`src/hsd_pkg.sv`:
```
// shared types, widths and codes for the hamming sec/secded decoder
// no dependencies
package hsd_pkg;

    localparam int CW_W   = 64;
    localparam int DATA_W = 57;
    localparam int POS_W  = 6;
    localparam int K_W    = 3;
    localparam int CFG_W  = 3;
    localparam int IDX_W  = 1;

    localparam logic [K_W-1:0] K_MIN = 3'd2;
    localparam logic [K_W-1:0] K_TOP = 3'd6;

    localparam logic [IDX_W-1:0] CFG_SECDED_MODE = 1'd0;
    localparam logic [IDX_W-1:0] CFG_LENGTH_LOG2 = 1'd1;

    localparam logic [1:0] STAT_NONE      = 2'd0;
    localparam logic [1:0] STAT_CORRECTED = 2'd1;
    localparam logic [1:0] STAT_DOUBLE    = 2'd2;

    typedef struct packed {
        logic [DATA_W-1:0] data;
        logic [1:0]        status;
        logic [POS_W-1:0]  epos;
    } t_result;

    // code position that carries data bit idx
    function automatic int data_pos(input int idx);
        int p;
        int n;
        int res;
        n   = 0;
        res = 0;
        for (p = 1; p < CW_W; p++) begin
            if ((p & (p - 1)) != 0) begin
                if (n == idx) res = p;
                n++;
            end
        end
        return res;
    endfunction

endpackage

```
`src/hsd_decode.sv`:
```
// syndrome, parity, single-bit correction and data extraction for one codeword
// depends on hsd_pkg
module hsd_decode (
    input  logic [hsd_pkg::CW_W-1:0] i_codeword,
    input  logic                     i_secded,
    input  logic [hsd_pkg::K_W-1:0]  i_k,
    output hsd_pkg::t_result         o_result
);

    logic [hsd_pkg::CW_W-1:0]  pos;
    logic [hsd_pkg::CW_W-1:0]  corr;
    logic [hsd_pkg::POS_W-1:0] syn;
    logic                      par;
    logic                      dbl;
    logic [hsd_pkg::DATA_W-1:0] data;

    // map codeword bits onto code positions, drop positions beyond the length
    always_comb begin
        pos = '0;
        for (int p = 0; p < hsd_pkg::CW_W; p++) begin
            if ((7'(p) >> i_k) == 7'd0) begin
                if (i_secded) begin
                    pos[p] = i_codeword[p];
                end else if (p != 0) begin
                    pos[p] = i_codeword[p-1];
                end
            end
        end
    end

    always_comb begin
        syn = '0;
        for (int b = 0; b < hsd_pkg::POS_W; b++) begin
            for (int p = 0; p < hsd_pkg::CW_W; p++) begin
                if (p[b]) syn[b] = syn[b] ^ pos[p];
            end
        end
    end

    assign par  = ^pos;
    assign dbl  = i_secded && (syn != '0) && !par;
    assign corr = (syn != '0) ? (pos ^ (64'd1 << syn)) : pos;

    for (genvar i = 0; i < hsd_pkg::DATA_W; i++) begin : g_data
        assign data[i] = corr[6'(hsd_pkg::data_pos(i))];
    end

    always_comb begin
        if (dbl) begin
            o_result.data   = '0;
            o_result.status = hsd_pkg::STAT_DOUBLE;
            o_result.epos   = '0;
        end else if (syn != '0) begin
            o_result.data   = data;
            o_result.status = hsd_pkg::STAT_CORRECTED;
            o_result.epos   = syn;
        end else if (i_secded && par) begin
            o_result.data   = data;
            o_result.status = hsd_pkg::STAT_CORRECTED;
            o_result.epos   = '0;
        end else begin
            o_result.data   = data;
            o_result.status = hsd_pkg::STAT_NONE;
            o_result.epos   = '0;
        end
    end

endmodule

```
`src/hamming_sec_secded_decoder.sv`:
```
// top level of the hamming sec/secded decoder: config registers, input and result stages
// depends on hsd_pkg and hsd_decode
//
//  channel   direction  handshake           payload
//  input     in         i_valid / o_ready   i_codeword
//  result    out        o_valid / i_ready   o_data_out, o_status, o_error_position
//  config    in         i_cfg_wr_en         i_cfg_index, i_cfg_wdata
//
// input beat to result beat passes input register, decode, result register
// one beat per cycle sustained while i_ready stays high; the decode is a single pass between the two registers
// a stalled result register holds, the input register then fills, then o_ready drops
// synchronous active-low reset empties both stages; secded_mode = 1, length_log2 = 6
module hamming_sec_secded_decoder #(
    parameter int MAX_BITS = 64
) (
    input  logic                        i_clk,
    input  logic                        i_rst_n,
    input  logic                        i_valid,
    output logic                        o_ready,
    input  logic [hsd_pkg::CW_W-1:0]    i_codeword,
    output logic                        o_valid,
    input  logic                        i_ready,
    output logic [hsd_pkg::DATA_W-1:0]  o_data_out,
    output logic [1:0]                  o_status,
    output logic [hsd_pkg::POS_W-1:0]   o_error_position,
    input  logic                        i_cfg_wr_en,
    input  logic [hsd_pkg::IDX_W-1:0]   i_cfg_index,
    input  logic [hsd_pkg::CFG_W-1:0]   i_cfg_wdata
);

    localparam int KMAX_RAW = $clog2(MAX_BITS + 1) - 1;
    localparam logic [hsd_pkg::K_W-1:0] KMAX =
        (KMAX_RAW > 6) ? hsd_pkg::K_TOP : hsd_pkg::K_W'(KMAX_RAW);

    logic                       r_secded;
    logic [hsd_pkg::K_W-1:0]    r_klog;
    logic                       r_a_vld;
    logic [hsd_pkg::CW_W-1:0]   r_a_cw;
    logic                       r_b_vld;
    hsd_pkg::t_result           r_b_res;
    hsd_pkg::t_result           n_b_res;
    logic [hsd_pkg::K_W-1:0]    k_eff;
    logic                       a_ready;
    logic                       b_ready;

    always_ff @(posedge i_clk) begin
        if (!i_rst_n) begin
            r_secded <= 1'b1;
            r_klog   <= hsd_pkg::K_TOP;
        end else if (i_cfg_wr_en) begin
            case (i_cfg_index)
                hsd_pkg::CFG_SECDED_MODE: r_secded <= i_cfg_wdata[0];
                hsd_pkg::CFG_LENGTH_LOG2: r_klog   <= i_cfg_wdata;
                default: ;
            endcase
        end
    end

    // clamp k to the legal range and to what MAX_BITS allows
    always_comb begin
        if (r_klog < hsd_pkg::K_MIN) begin
            k_eff = hsd_pkg::K_MIN;
        end else if (r_klog > KMAX) begin
            k_eff = KMAX;
        end else begin
            k_eff = r_klog;
        end
    end

    assign b_ready = !r_b_vld || i_ready;
    assign a_ready = !r_a_vld || b_ready;
    assign o_ready = a_ready;

    always_ff @(posedge i_clk) begin
        if (!i_rst_n) begin
            r_a_vld <= 1'b0;
            r_b_vld <= 1'b0;
        end else begin
            if (a_ready) r_a_vld <= i_valid;
            if (b_ready) r_b_vld <= r_a_vld;
        end
    end

    always_ff @(posedge i_clk) begin
        if (a_ready && i_valid) r_a_cw  <= i_codeword;
        if (b_ready && r_a_vld) r_b_res <= n_b_res;
    end

    hsd_decode u_decode (
        .i_codeword (r_a_cw),
        .i_secded   (r_secded),
        .i_k        (k_eff),
        .o_result   (n_b_res)
    );

    assign o_valid          = r_b_vld;
    assign o_data_out       = r_b_res.data;
    assign o_status         = r_b_res.status;
    assign o_error_position = r_b_res.epos;

    a_status_code: assert property (@(posedge i_clk) disable iff (!i_rst_n)
        o_valid |-> (o_status == hsd_pkg::STAT_NONE || o_status == hsd_pkg::STAT_CORRECTED ||
                     o_status == hsd_pkg::STAT_DOUBLE))
        else $error("illegal status code");

    a_double_clean: assert property (@(posedge i_clk) disable iff (!i_rst_n)
        (o_valid && o_status == hsd_pkg::STAT_DOUBLE) |->
            (o_data_out == '0 && o_error_position == '0))
        else $error("double error result carries data or position");

    a_none_no_pos: assert property (@(posedge i_clk) disable iff (!i_rst_n)
        (o_valid && o_status == hsd_pkg::STAT_NONE) |-> (o_error_position == '0))
        else $error("clean beat reports a position");

    a_stall_keeps: assert property (@(posedge i_clk) disable iff (!i_rst_n)
        (r_a_vld && r_b_vld && !i_ready) |=> (r_a_vld && r_b_vld))
        else $error("beat lost during stall");

    a_empty_after_reset: assert property (@(posedge i_clk)
        (i_rst_n && $past(!i_rst_n)) |-> (!r_a_vld && !r_b_vld))
        else $error("pipeline not empty after reset");

endmodule

```
`config.mk`:
```
export PLATFORM = sky130hd
export DESIGN_NAME = hamming_sec_secded_decoder
export DESIGN_NICKNAME = d
export VERILOG_FILES = /design/src/hsd_pkg.sv /design/src/hsd_decode.sv /design/src/hamming_sec_secded_decoder.sv
export SDC_FILE = /design/constraint.sdc
export NUM_CORES = 1
export LEC_CHECK = 0
export BUFFER_PORTS_ARGS = -buffer_cell sky130_fd_sc_hd__buf_2
export CORE_MARGIN = 4
export CORE_UTILIZATION = 25
export CTS_CLUSTER_SIZE = 8
export DETAILED_ROUTE_END_ITERATION = 7
export GPL_TIMING_DRIVEN = 0
export HOLD_SLACK_MARGIN = 0.06
export SYNTH_ARGS = -nofsm -noshare
export SYNTH_HDL_FRONTEND = slang
export SYNTH_SLANG_ARGS = --single-unit
```
`constraint.sdc`:
```
create_clock -name i_clk -period 12.5 [get_ports i_clk]
set_input_delay 0.625 -clock i_clk [delete_from_list [all_inputs] [get_ports i_clk]]
set_output_delay 0.625 -clock i_clk [all_outputs]
set_load 0.05 [all_outputs]
```
==> results.sh, run 1 <==
export IMPL_post_drt_via_cell_ratio=4.07
export IMPL_layout_commonest_cell="buf_2"
export IMPL_path_max_fanout=10
export IMPL_rows=60
export IMPL_placed_cells=1078
export IMPL_antenna_found_initial=0
export IMPL_timing_final_crit_period_ps=5090
export IMPL_drive_gt1_frac=0.303
export IMPL_cp_end_kind="flip-flop"
export IMPL_cts_max_level=3
export IMPL_holdWs_ps=431
export IMPL_grt_setup_unrepaired="no"
export IMPL_drc=0
export IMPL_initial_utilization=0.256
export IMPL_grt_pass1_wl_mm=26.6
export IMPL_root_buffer="clkbuf_16"
export IMPL_cts_reportedPaths_clkPinSlew_ps=80
export IMPL_fin_area_um2=8410
export IMPL_nets=795
export IMPL_max_freq_mhz=197
export IMPL_hold_path_class="primary input to flip-flop"
export IMPL_cts_buffers=9
export IMPL_io_pins=140
export IMPL_finalHoldViolCount=0
export IMPL_dp_hpwl_mm=14.4
export IMPL_async_flop_share=0
export IMPL_clock_skew_ps=12.6
export IMPL_first_iter_violations=224
export IMPL_syn_avg_cell_area_um2=12.3
export IMPL_placed_area_um2=8120
export IMPL_clockBufferDepth=2
export IMPL_tritoncts="done"
export IMPL_area_growth_pct=20.6
export IMPL_cts_sinks=104
export IMPL_r2r_end="o_data_out[23]$_SDFFCE_PP0P_"
export IMPL_rr_worst_depth=15
export IMPL_synth_edf_count=98
export IMPL_grt_pass1_vias=4499
export IMPL_grt_max_degree=35
export IMPL_max_cap_violations=0
export IMPL_synth_warnings=0
export IMPL_setup_viol=0
export IMPL_dieArea_um2=30600
export IMPL_postSynthCellCount=567
export IMPL_slew_headroom=0.396
export IMPL_ys_ff_latch=104
export IMPL_synth_area_um2=6970
export IMPL_final_setup_tns_ps=0
export IMPL_cts_repair_resized=0
export IMPL_worstMarginPinSlew_ps=905
export IMPL_io_buffers=108
export IMPL_drt_wirelength_per_cell_um=16.0
export IMPL_crit_arrival_ps=5200
export IMPL_worstHoldStart="i_codeword[45]"
export IMPL_fin_cells=1094
export IMPL_final_cell_mix="buf_2, edfxtp_1, xnor2_1"
export IMPL_cts_hold_buf=0
export IMPL_slew_violations=0
export IMPL_overflow=0
export IMPL_critical_path_max_stage_delay_ps=640
export IMPL_die_w_um=175
export IMPL_die_h_um=175
export IMPL_r2r_start="r_klog[2]$_SDFFE_PN1P_"
export IMPL_required_ps=12610
export IMPL_min_period_over_period=0.407
export IMPL_cts_setup_buffers=0
export IMPL_min_path_cells=1
export IMPL_grt_use_total=0.115
export IMPL_r2r_setup_slack_ps=7410
export IMPL_num_vias=4453
export IMPL_crit_slowest_cell="xnor3_1"
export IMPL_diodes=0
export IMPL_design_core_area_um2=27200
export IMPL_yosysUniqueCellTypes=54
export IMPL_antenna_left=0
export IMPL_clock_latency_ps=360
export IMPL_wl_mm=17.5
export IMPL_criticalPathCategory="flip-flop to flip-flop"
export IMPL_firstDrtPassIters=4
export IMPL_synth_ff_type="edfxtp_1"
export IMPL_place_congestion=0.865
export IMPL_hold_path_end="r_a_cw[45]$_DFFE_PP_"
export IMPL_crit_chain="buf_2 -> buf_2 -> xor2_1 -> nand2_1 -> inv_1 -> ha_1 -> nor4bb_1 -> o21ai_0 -> xnor3_1 -> xnor2_1 -> xnor3_1 -> nor3_2 -> nor4b_2 -> xnor2_1 -> nor2_1"
export IMPL_yosysSeqAreaShare=0.439
export IMPL_start_kind="flip-flop"
export IMPL_outcome="finished, final reports clean"
==> worst max-delay path, delay by kind of cell, from the launching register on <==
family,cells,cell delay [ps]
xor gates and xnor gates,5,1790
and+or+nand+nor,5,1320
buffers and inverters,3,610
DFF,1,450
AOI/OAI and AO/OA,1,390
adders and majority gates,1,270
==> final cells by class <==
type	count	area [µm²]
Clock inverter	7	66.3
Buffer	56	452
Clock buffer	9	225
Fill cell	2858	18800
Inverter	3	11.3
Sequential cell	104	3060
Multi-Input combinational cell	434	3570
Tap cell	372	465
Timing Repair Buffer	109	561
==> flip-flops by register name, indices dropped and copies added (netlist names) <==
name and cells:
r_secded 1, o_error_position 6, r_klog 3, o_status 2
r_a_cw 64, o_valid 1, o_data_out 26, r_a_vld 1
==> worst max-delay path by stage <==
stage                                start                            to  slack (ps)  cells past startpoint
floorplan           r_klog[2]$_SDFFE_PN1P_  o_data_out[15]$_SDFFCE_PP0P_        8470                     15
global placement    r_klog[2]$_SDFFE_PN1P_  o_data_out[23]$_SDFFCE_PP0P_        7420                     15
detailed placement  r_klog[2]$_SDFFE_PN1P_  o_data_out[23]$_SDFFCE_PP0P_        7360                     15
CTS                 r_klog[2]$_SDFFE_PN1P_  o_data_out[23]$_SDFFCE_PP0P_        7380                     15
global route        r_klog[2]$_SDFFE_PN1P_  o_data_out[23]$_SDFFCE_PP0P_        7020                     15
finish              r_klog[2]$_SDFFE_PN1P_  o_data_out[23]$_SDFFCE_PP0P_        7410                     15
==> Yosys cell counts (all sizes together) (2+ instances only) <==
| master | number | area share |
|---|---|---|
| edfxtp | 98 | 0.42 |
| xnor2 | 78 | 0.10 |
| nor2 | 66 | 0.036 |
| buf | 53 | 0.063 |
| mux2i | 47 | 0.067 |
| xor2 | 45 | 0.059 |
| nand2 | 25 | 0.014 |
| xnor3 | 23 | 0.074 |
| nand3 | 13 | 0.0093 |
| nor4 | 13 | 0.020 |
| mux2 | 11 | 0.018 |
| nand4 | 10 | 0.0090 |
| nor3 | 10 | 0.0086 |
| a21oi | 7 | 0.0050 |
| nand2b | 7 | 0.0063 |
| a211oi | 6 | 0.0086 |
| dfxtp | 6 | 0.017 |
| o21ai | 6 | 0.0043 |
| ha | 5 | 0.0090 |
| nor2b | 5 | 0.0045 |
| and2 | 4 | 0.0036 |
| nor4b | 4 | 0.0086 |
| clkbuf | 3 | 0.0016 |
| inv | 3 | 0.0016 |
| o221ai | 3 | 0.0056 |
| nand3b | 2 | 0.0022 |
| o21a | 2 | 0.0022 |
| or3 | 2 | 0.0018 |
| xor3 | 2 | 0.0070 |
==> cell families (layout without fill, tap and decap cells) <==
| family | after synthesis | count (layout) | synth area share |
|---|---|---|---|
| simple gates | 162 | 162 | 0.125 |
| mux | 58 | 58 | 0.0858 |
| other cells | 1 | 31 | 0.000538 |
| buf+inv | 59 | 184 | 0.0664 |
| fa+ha+maj | 5 | 5 | 0.00898 |
| flops | 104 | 104 | 0.439 |
| xor+xnor | 148 | 148 | 0.241 |
| compound gates | 30 | 30 | 0.0327 |
==> layer usage <==
metal / up-vias / share of wire / global-route usage
li1: 2243 / - / -
met2: 137 / 0.45 / 0.178
met5: - / 0 / 0
met1: 2062 / 0.48 / 0.163
met4: 0 / 0.0097 / 0.0255
met3: 11 / 0.059 / 0.0283
==> stage by stage <==
| stage | utilization | setup slack, ps |
|---|---|---|
| after floorplan | - | 8470 |
| after global placement | 0.298 | 7420 |
| after detailed placement | 0.299 | 7360 |
| after CTS | 0.309 | 7380 |
| after global routing | 0.309 | 7020 |
| final | 0.309 | 7410 |
Power of run 1 is left out: the tool's default activity adds up to more than one toggle a clock period on the data nets, which glitch-free logic cannot reach.
==> inputs of run 2 (changes only) <==
==> constraint.sdc (replaced) <==
create_clock -name i_clk -period 4.3 [get_ports i_clk]
set_input_delay 0.215 -clock i_clk [delete_from_list [all_inputs] [get_ports i_clk]]
set_output_delay 0.215 -clock i_clk [all_outputs]
set_load 0.05 [all_outputs]
==> run 2 against run 1 <==
Net effect: global-route usage rose by 0.43 points; worst setup slack lost 7200 ps; register-to-register slack worse by 7200 ps; first-iteration DRC count is 11% higher; critical path depth is 1 higher.
==> results.sh, run 2 (synthesized netlist as in run 1, its figures left out) <==
export IMPL_met2_length_mm=8.49
export IMPL_place_congestion=0.865
export IMPL_drc=0
export IMPL_wl_met1_mm=8.63
export IMPL_antenna_found_initial=0
export IMPL_cts_reportedPaths_clkPinSlew_ps=70
export IMPL_crit_arrival_ps=4250
export IMPL_min_period_over_period=0.962
export IMPL_cts_buffers=9
export IMPL_setup_viol=0
export IMPL_clock_latency_ps=370
export IMPL_io_buffers=108
export IMPL_final_setup_tns_ps=0
export IMPL_multiInputGateArea_um2=3870
export IMPL_nFillCells=2780
export IMPL_max_freq_mhz=242
export IMPL_antenna_left=0
export IMPL_nets=884
export IMPL_path_max_fanout=10
export IMPL_cts_max_level=3
export IMPL_finalHoldViolCount=0
export IMPL_hold_path_class="primary input to flip-flop"
export IMPL_die_h_um=175
export IMPL_cp_top_family="XOR/XNOR gates"
export IMPL_crit_slowest_cell="xnor3_1"
export IMPL_wl_mm=18.5
export IMPL_crit_buf_inv=3
export IMPL_fin_area_um2=9580
export IMPL_grt_pass1_wl_mm=27.9
export IMPL_layout_commonest_cell="buf_2"
export IMPL_die_w_um=175
export IMPL_top_register="r_a_cw"
export IMPL_required_ps=4410
export IMPL_tritoncts="done"
export IMPL_largest_reg_flops=64
export IMPL_crit_chain="buf_8 -> buf_8 -> xor2_1 -> nand2_2 -> ha_4 -> a2111oi_2 -> o22a_2 -> nand2_1 -> xnor2_2 -> xnor3_2 -> buf_4 -> xnor3_1 -> nor3_4 -> nor4b_4 -> xor2_1 -> nor2_1"
export IMPL_critical_path_max_stage_delay_ps=510
export IMPL_root_buffer="clkbuf_16"
export IMPL_drive_gt1_frac=0.359
export IMPL_dp_hpwl_mm=14.4
export IMPL_dieArea_um2=30600
export IMPL_met3WireLength_mm=1.11
export IMPL_area_growth_pct=37.4
export IMPL_diodes=0
export IMPL_start_kind="flip-flop"
export IMPL_drt_wirelength_per_cell_um=15.7
export IMPL_first_iter_violations=248
export IMPL_timing_final_crit_period_ps=4140
export IMPL_placed_area_um2=8120
export IMPL_slew_headroom=0.398
export IMPL_firstDrtPassIters=4
export IMPL_criticalPathCategory="flip-flop to flip-flop"
export IMPL_cts_sinks=104
export IMPL_max_cap_violations=0
export IMPL_cp_end_kind="flip-flop"
export IMPL_regArea_um2=3070
export IMPL_post_drt_via_cell_ratio=4.08
export IMPL_worstMarginPinSlew_ps=901
export IMPL_clockBufferDepth=2
export IMPL_final_util=0.352
export IMPL_num_vias=4829
export IMPL_top_layer="met4"
export IMPL_slew_violations=0
export IMPL_grt_max_degree=35
export IMPL_initial_utilization=0.256
export IMPL_outcome="finished, final reports clean"
export IMPL_io_pins=140
export IMPL_final_cell_mix="buf_2, edfxtp_1, xnor2_1"
export IMPL_grt_pass1_vias=4910
export IMPL_clock_skew_ps=14.5
export IMPL_overflow=0
export IMPL_rows=60
export IMPL_design_core_area_um2=27200
export IMPL_grt_use_total=0.119
==> run 2: cell type report <==
type                       instances  share of cell area
buffer                            56              0.0499
clock buffer                       9              0.0235
clock inverter                     7             0.00692
inverter                           3             0.00118
multi-input combinational        434               0.405
sequential                       104               0.320
tap                              372              0.0486
timing repair buffer             198               0.145
==> run 2: worst min-delay path, stage by stage <==
cell and delay [ps]:
buf_2 80, nand3_1 50, nand3_1 70
==> run 2: what timing repair did <==
item | in CTS | in global routing
hold buffers | 64 | 0
hold endpoints to repair | 64 | 0
setup buffers | 13 | 12
pin swaps | 14 | 22
resized for setup | 35 | 40
setup endpoints to repair | 34 | 27
cloned | 0 | 0
==> run 2: routing by layer <==
layer / up-vias / track usage
li1: 2417 / -
met4: 0 / 0.0318
met3: 19 / 0.0288
met1: 2254 / 0.166
met5: - / 0
met2: 139 / 0.185
==> run 2: final timing paths <==
kind	start	endpoint	slack [ps]	depth (start not counted)
worst max-delay path	r_klog[2]$_SDFFE_PN1P_	o_data_out[0]$_SDFFCE_PP0P_	160	16
worst min register to register	r_a_vld$_SDFFE_PN0N_	o_valid$_SDFFE_PN0P_	530	1
worst min-delay path	i_cfg_wdata[1]	r_klog[1]$_SDFFE_PN1P_	80	3
worst max register to register	r_klog[2]$_SDFFE_PN1P_	o_data_out[0]$_SDFFCE_PP0P_	160	16
==> run 2: through the flow <==
step	setup slack [ps]	instances	hold WS [ps]
2_1_floorplan	275	597	277
3_3_place_gp	-785	1077	393
3_5_place_dp	-838	1078	393
4_1_cts	16.7	1171	63.6
5_1_grt	-14.5	1183	73.9
6_report	162	1183	79.2
Power of run 2 is left out for the same reason.
==> inputs of run 3 (changes only) <==
--- a/config.mk
+++ b/config.mk
@@ -6,12 +6,13 @@
 export NUM_CORES = 1
 export LEC_CHECK = 0
 export BUFFER_PORTS_ARGS = -buffer_cell sky130_fd_sc_hd__buf_2
-export CORE_MARGIN = 4
+export CORE_MARGIN = 2
 export CORE_UTILIZATION = 25
 export CTS_CLUSTER_SIZE = 8
 export DETAILED_ROUTE_END_ITERATION = 7
 export GPL_TIMING_DRIVEN = 0
 export HOLD_SLACK_MARGIN = 0.06
+export PLACE_DENSITY_LB_ADDON = 0.05
 export SYNTH_ARGS = -nofsm -noshare
 export SYNTH_HDL_FRONTEND = slang
 export SYNTH_SLANG_ARGS = --single-unit
==> run 3 against run 2 <==
Net effect: register-to-register slack got worse by 30 ps; hold slack improved by 7.1 ps; routed wire length increased by 4.6%; cell count increased by 0.68%; worst setup slack got worse by 29 ps; clock-buffer cell count unchanged; utilization decreased by 0.15 points; sequential share of layout area decreased by 0.39 points; critical path type unchanged; critical endpoint is now o_data_out[1]$_SDFFCE_PP0P_.
==> results.sh, run 3 (synthesized netlist as in run 1, its figures left out) <==
export IMPL_holdWs_ps=86.3
export IMPL_cts_buffers=9
export IMPL_grt_pass1_wl_mm=28.6
export IMPL_dieArea_um2=29200
export IMPL_outcome="finished, final reports clean"
export IMPL_max_freq_mhz=240
export IMPL_antenna_found_initial=0
export IMPL_hold_path_class="primary input to flip-flop"
export IMPL_max_cap_violations=0
export IMPL_io_pins=140
export IMPL_nFillCells=2797
export IMPL_overflow=0
export IMPL_cts_sinks=104
export IMPL_initial_utilization=0.252
export IMPL_io_buffers=108
export IMPL_required_ps=4410
export IMPL_crit_chain="buf_8 -> buf_12 -> xor2_2 -> nand2_2 -> ha_4 -> nand2b_1 -> nor2_2 -> xnor2_1 -> xnor2_2 -> xnor3_2 -> buf_4 -> xnor3_2 -> nand3_1 -> nor4_1 -> xor2_1 -> nor2_1"
export IMPL_tritoncts="done"
export IMPL_finalHoldViolCount=0
export IMPL_path_common_cell="xnor3_2"
export IMPL_first_iter_violations=214
export IMPL_place_congestion=0.834
export IMPL_crit_buf_inv=3
export IMPL_clock_skew_ps=11.7
export IMPL_diodes=0
export IMPL_timing_final_crit_period_ps=4170
export IMPL_criticalPathCategory="flip-flop to flip-flop"
export IMPL_drc=0
export IMPL_grt_max_degree=43
export IMPL_drive_gt1_frac=0.367
export IMPL_start_kind="flip-flop"
export IMPL_post_drt_via_cell_ratio=4.08
export IMPL_die_h_um=171
export IMPL_path_max_fanout=10
export IMPL_die_w_um=171
export IMPL_firstDrtPassIters=4
export IMPL_crit_arrival_ps=4280
export IMPL_antenna_left=0
export IMPL_crit_slowest_cell="xnor3_2"
export IMPL_num_vias=4858
export IMPL_layout_commonest_cell="buf_2"
export IMPL_slew_headroom=0.392
export IMPL_dp_hpwl_mm=15.1
export IMPL_rows=61
export IMPL_grt_pass1_vias=4814
export IMPL_setup_viol=0
export IMPL_cp_top_family="XOR/XNOR gates"
export IMPL_multiInputGateArea_um2=3940
export IMPL_min_period_over_period=0.969
export IMPL_clock_latency_ps=360
export IMPL_wl_mm=19.4
export IMPL_cts_max_level=3
export IMPL_top_register="r_a_cw"
export IMPL_area_growth_pct=39.1
export IMPL_cts_reportedPaths_clkPinSlew_ps=70
export IMPL_clockBufferDepth=2
export IMPL_final_cell_mix="buf_2, edfxtp_1, xnor2_1"
export IMPL_grt_use_total=0.133
export IMPL_root_buffer="clkbuf_16"
export IMPL_largest_reg_flops=64
export IMPL_drt_wirelength_per_cell_um=16.3
export IMPL_cp_end_kind="flip-flop"
export IMPL_slew_violations=0
export IMPL_worstMarginPinSlew_ps=911
export IMPL_critical_path_max_stage_delay_ps=530
export IMPL_regArea_um2=3070
export IMPL_design_core_area_um2=27600
export IMPL_nets=886
export IMPL_final_util=0.351
[run 3: cell type report]
cell class                      count  area share
Inverter                            3     0.00142
Clock inverter                      7     0.00787
Tap cell                          378      0.0488
Clock buffer                        9      0.0232
Timing Repair Buffer              200       0.145
Multi-Input combinational cell    434       0.406
Buffer                             56      0.0516
Sequential cell                   104       0.316
[run 3: path summary, 6_finish.rpt]
kind | startpoint | cells past startpoint | endpoint | slack, ps
worst min register to register | r_a_vld$_SDFFE_PN0N_ | 1 | o_valid$_SDFFE_PN0P_ | 550
worst min-delay path | i_cfg_wdata[0] | 3 | r_secded$_SDFFE_PN1P_ | 90
worst max register to register | r_klog[2]$_SDFFE_PN1P_ | 16 | o_data_out[1]$_SDFFCE_PP0P_ | 130
worst max-delay path | r_klog[2]$_SDFFE_PN1P_ | 16 | o_data_out[1]$_SDFFCE_PP0P_ | 130
[run 3: timing repair]
action / 4_1_cts / 5_1_grt
pin swaps: 15 / 29
hold buffers: 64 / 0
gates resized for setup: 53 / 40
buffers inserted: 12 / 15
hold endpoints to repair: 64 / 0
endpoints found under the setup margin: 34 / 27
[run 3: per-layer routing]
metal	vias to the layer above	part of all wire	global-route usage	wire length, µm
met1	2303	0.48	0.183	9280
met4	0	0.019	0.0450	367
met3	18	0.042	0.0224	808
met2	123	0.46	0.211	8920
met5	-	0	0	0
li1	2414	-	-	-
[run 3: metrics by stage]
step           std cells  setup slack, ps  TNS (ps)  area, µm²
2_1_floorplan        597              275         0       7080
3_3_place_gp        1083             -809    -18130       8100
3_5_place_dp        1084             -851    -20060       8130
4_1_cts             1176             13.5         0       9410
5_1_grt             1191            -20.8      -130       9700
6_report            1191              133         0       9700
[run 3: worst register-to-register path, delay by kind of cell (launching register included)]
family	cells	cell delay [ps]
flops	1	390
buf+inv	3	470
fa+ha+maj	1	230
xor+xnor	6	1730
simple gates	6	1100
Power of run 3 is left out for the same reason.
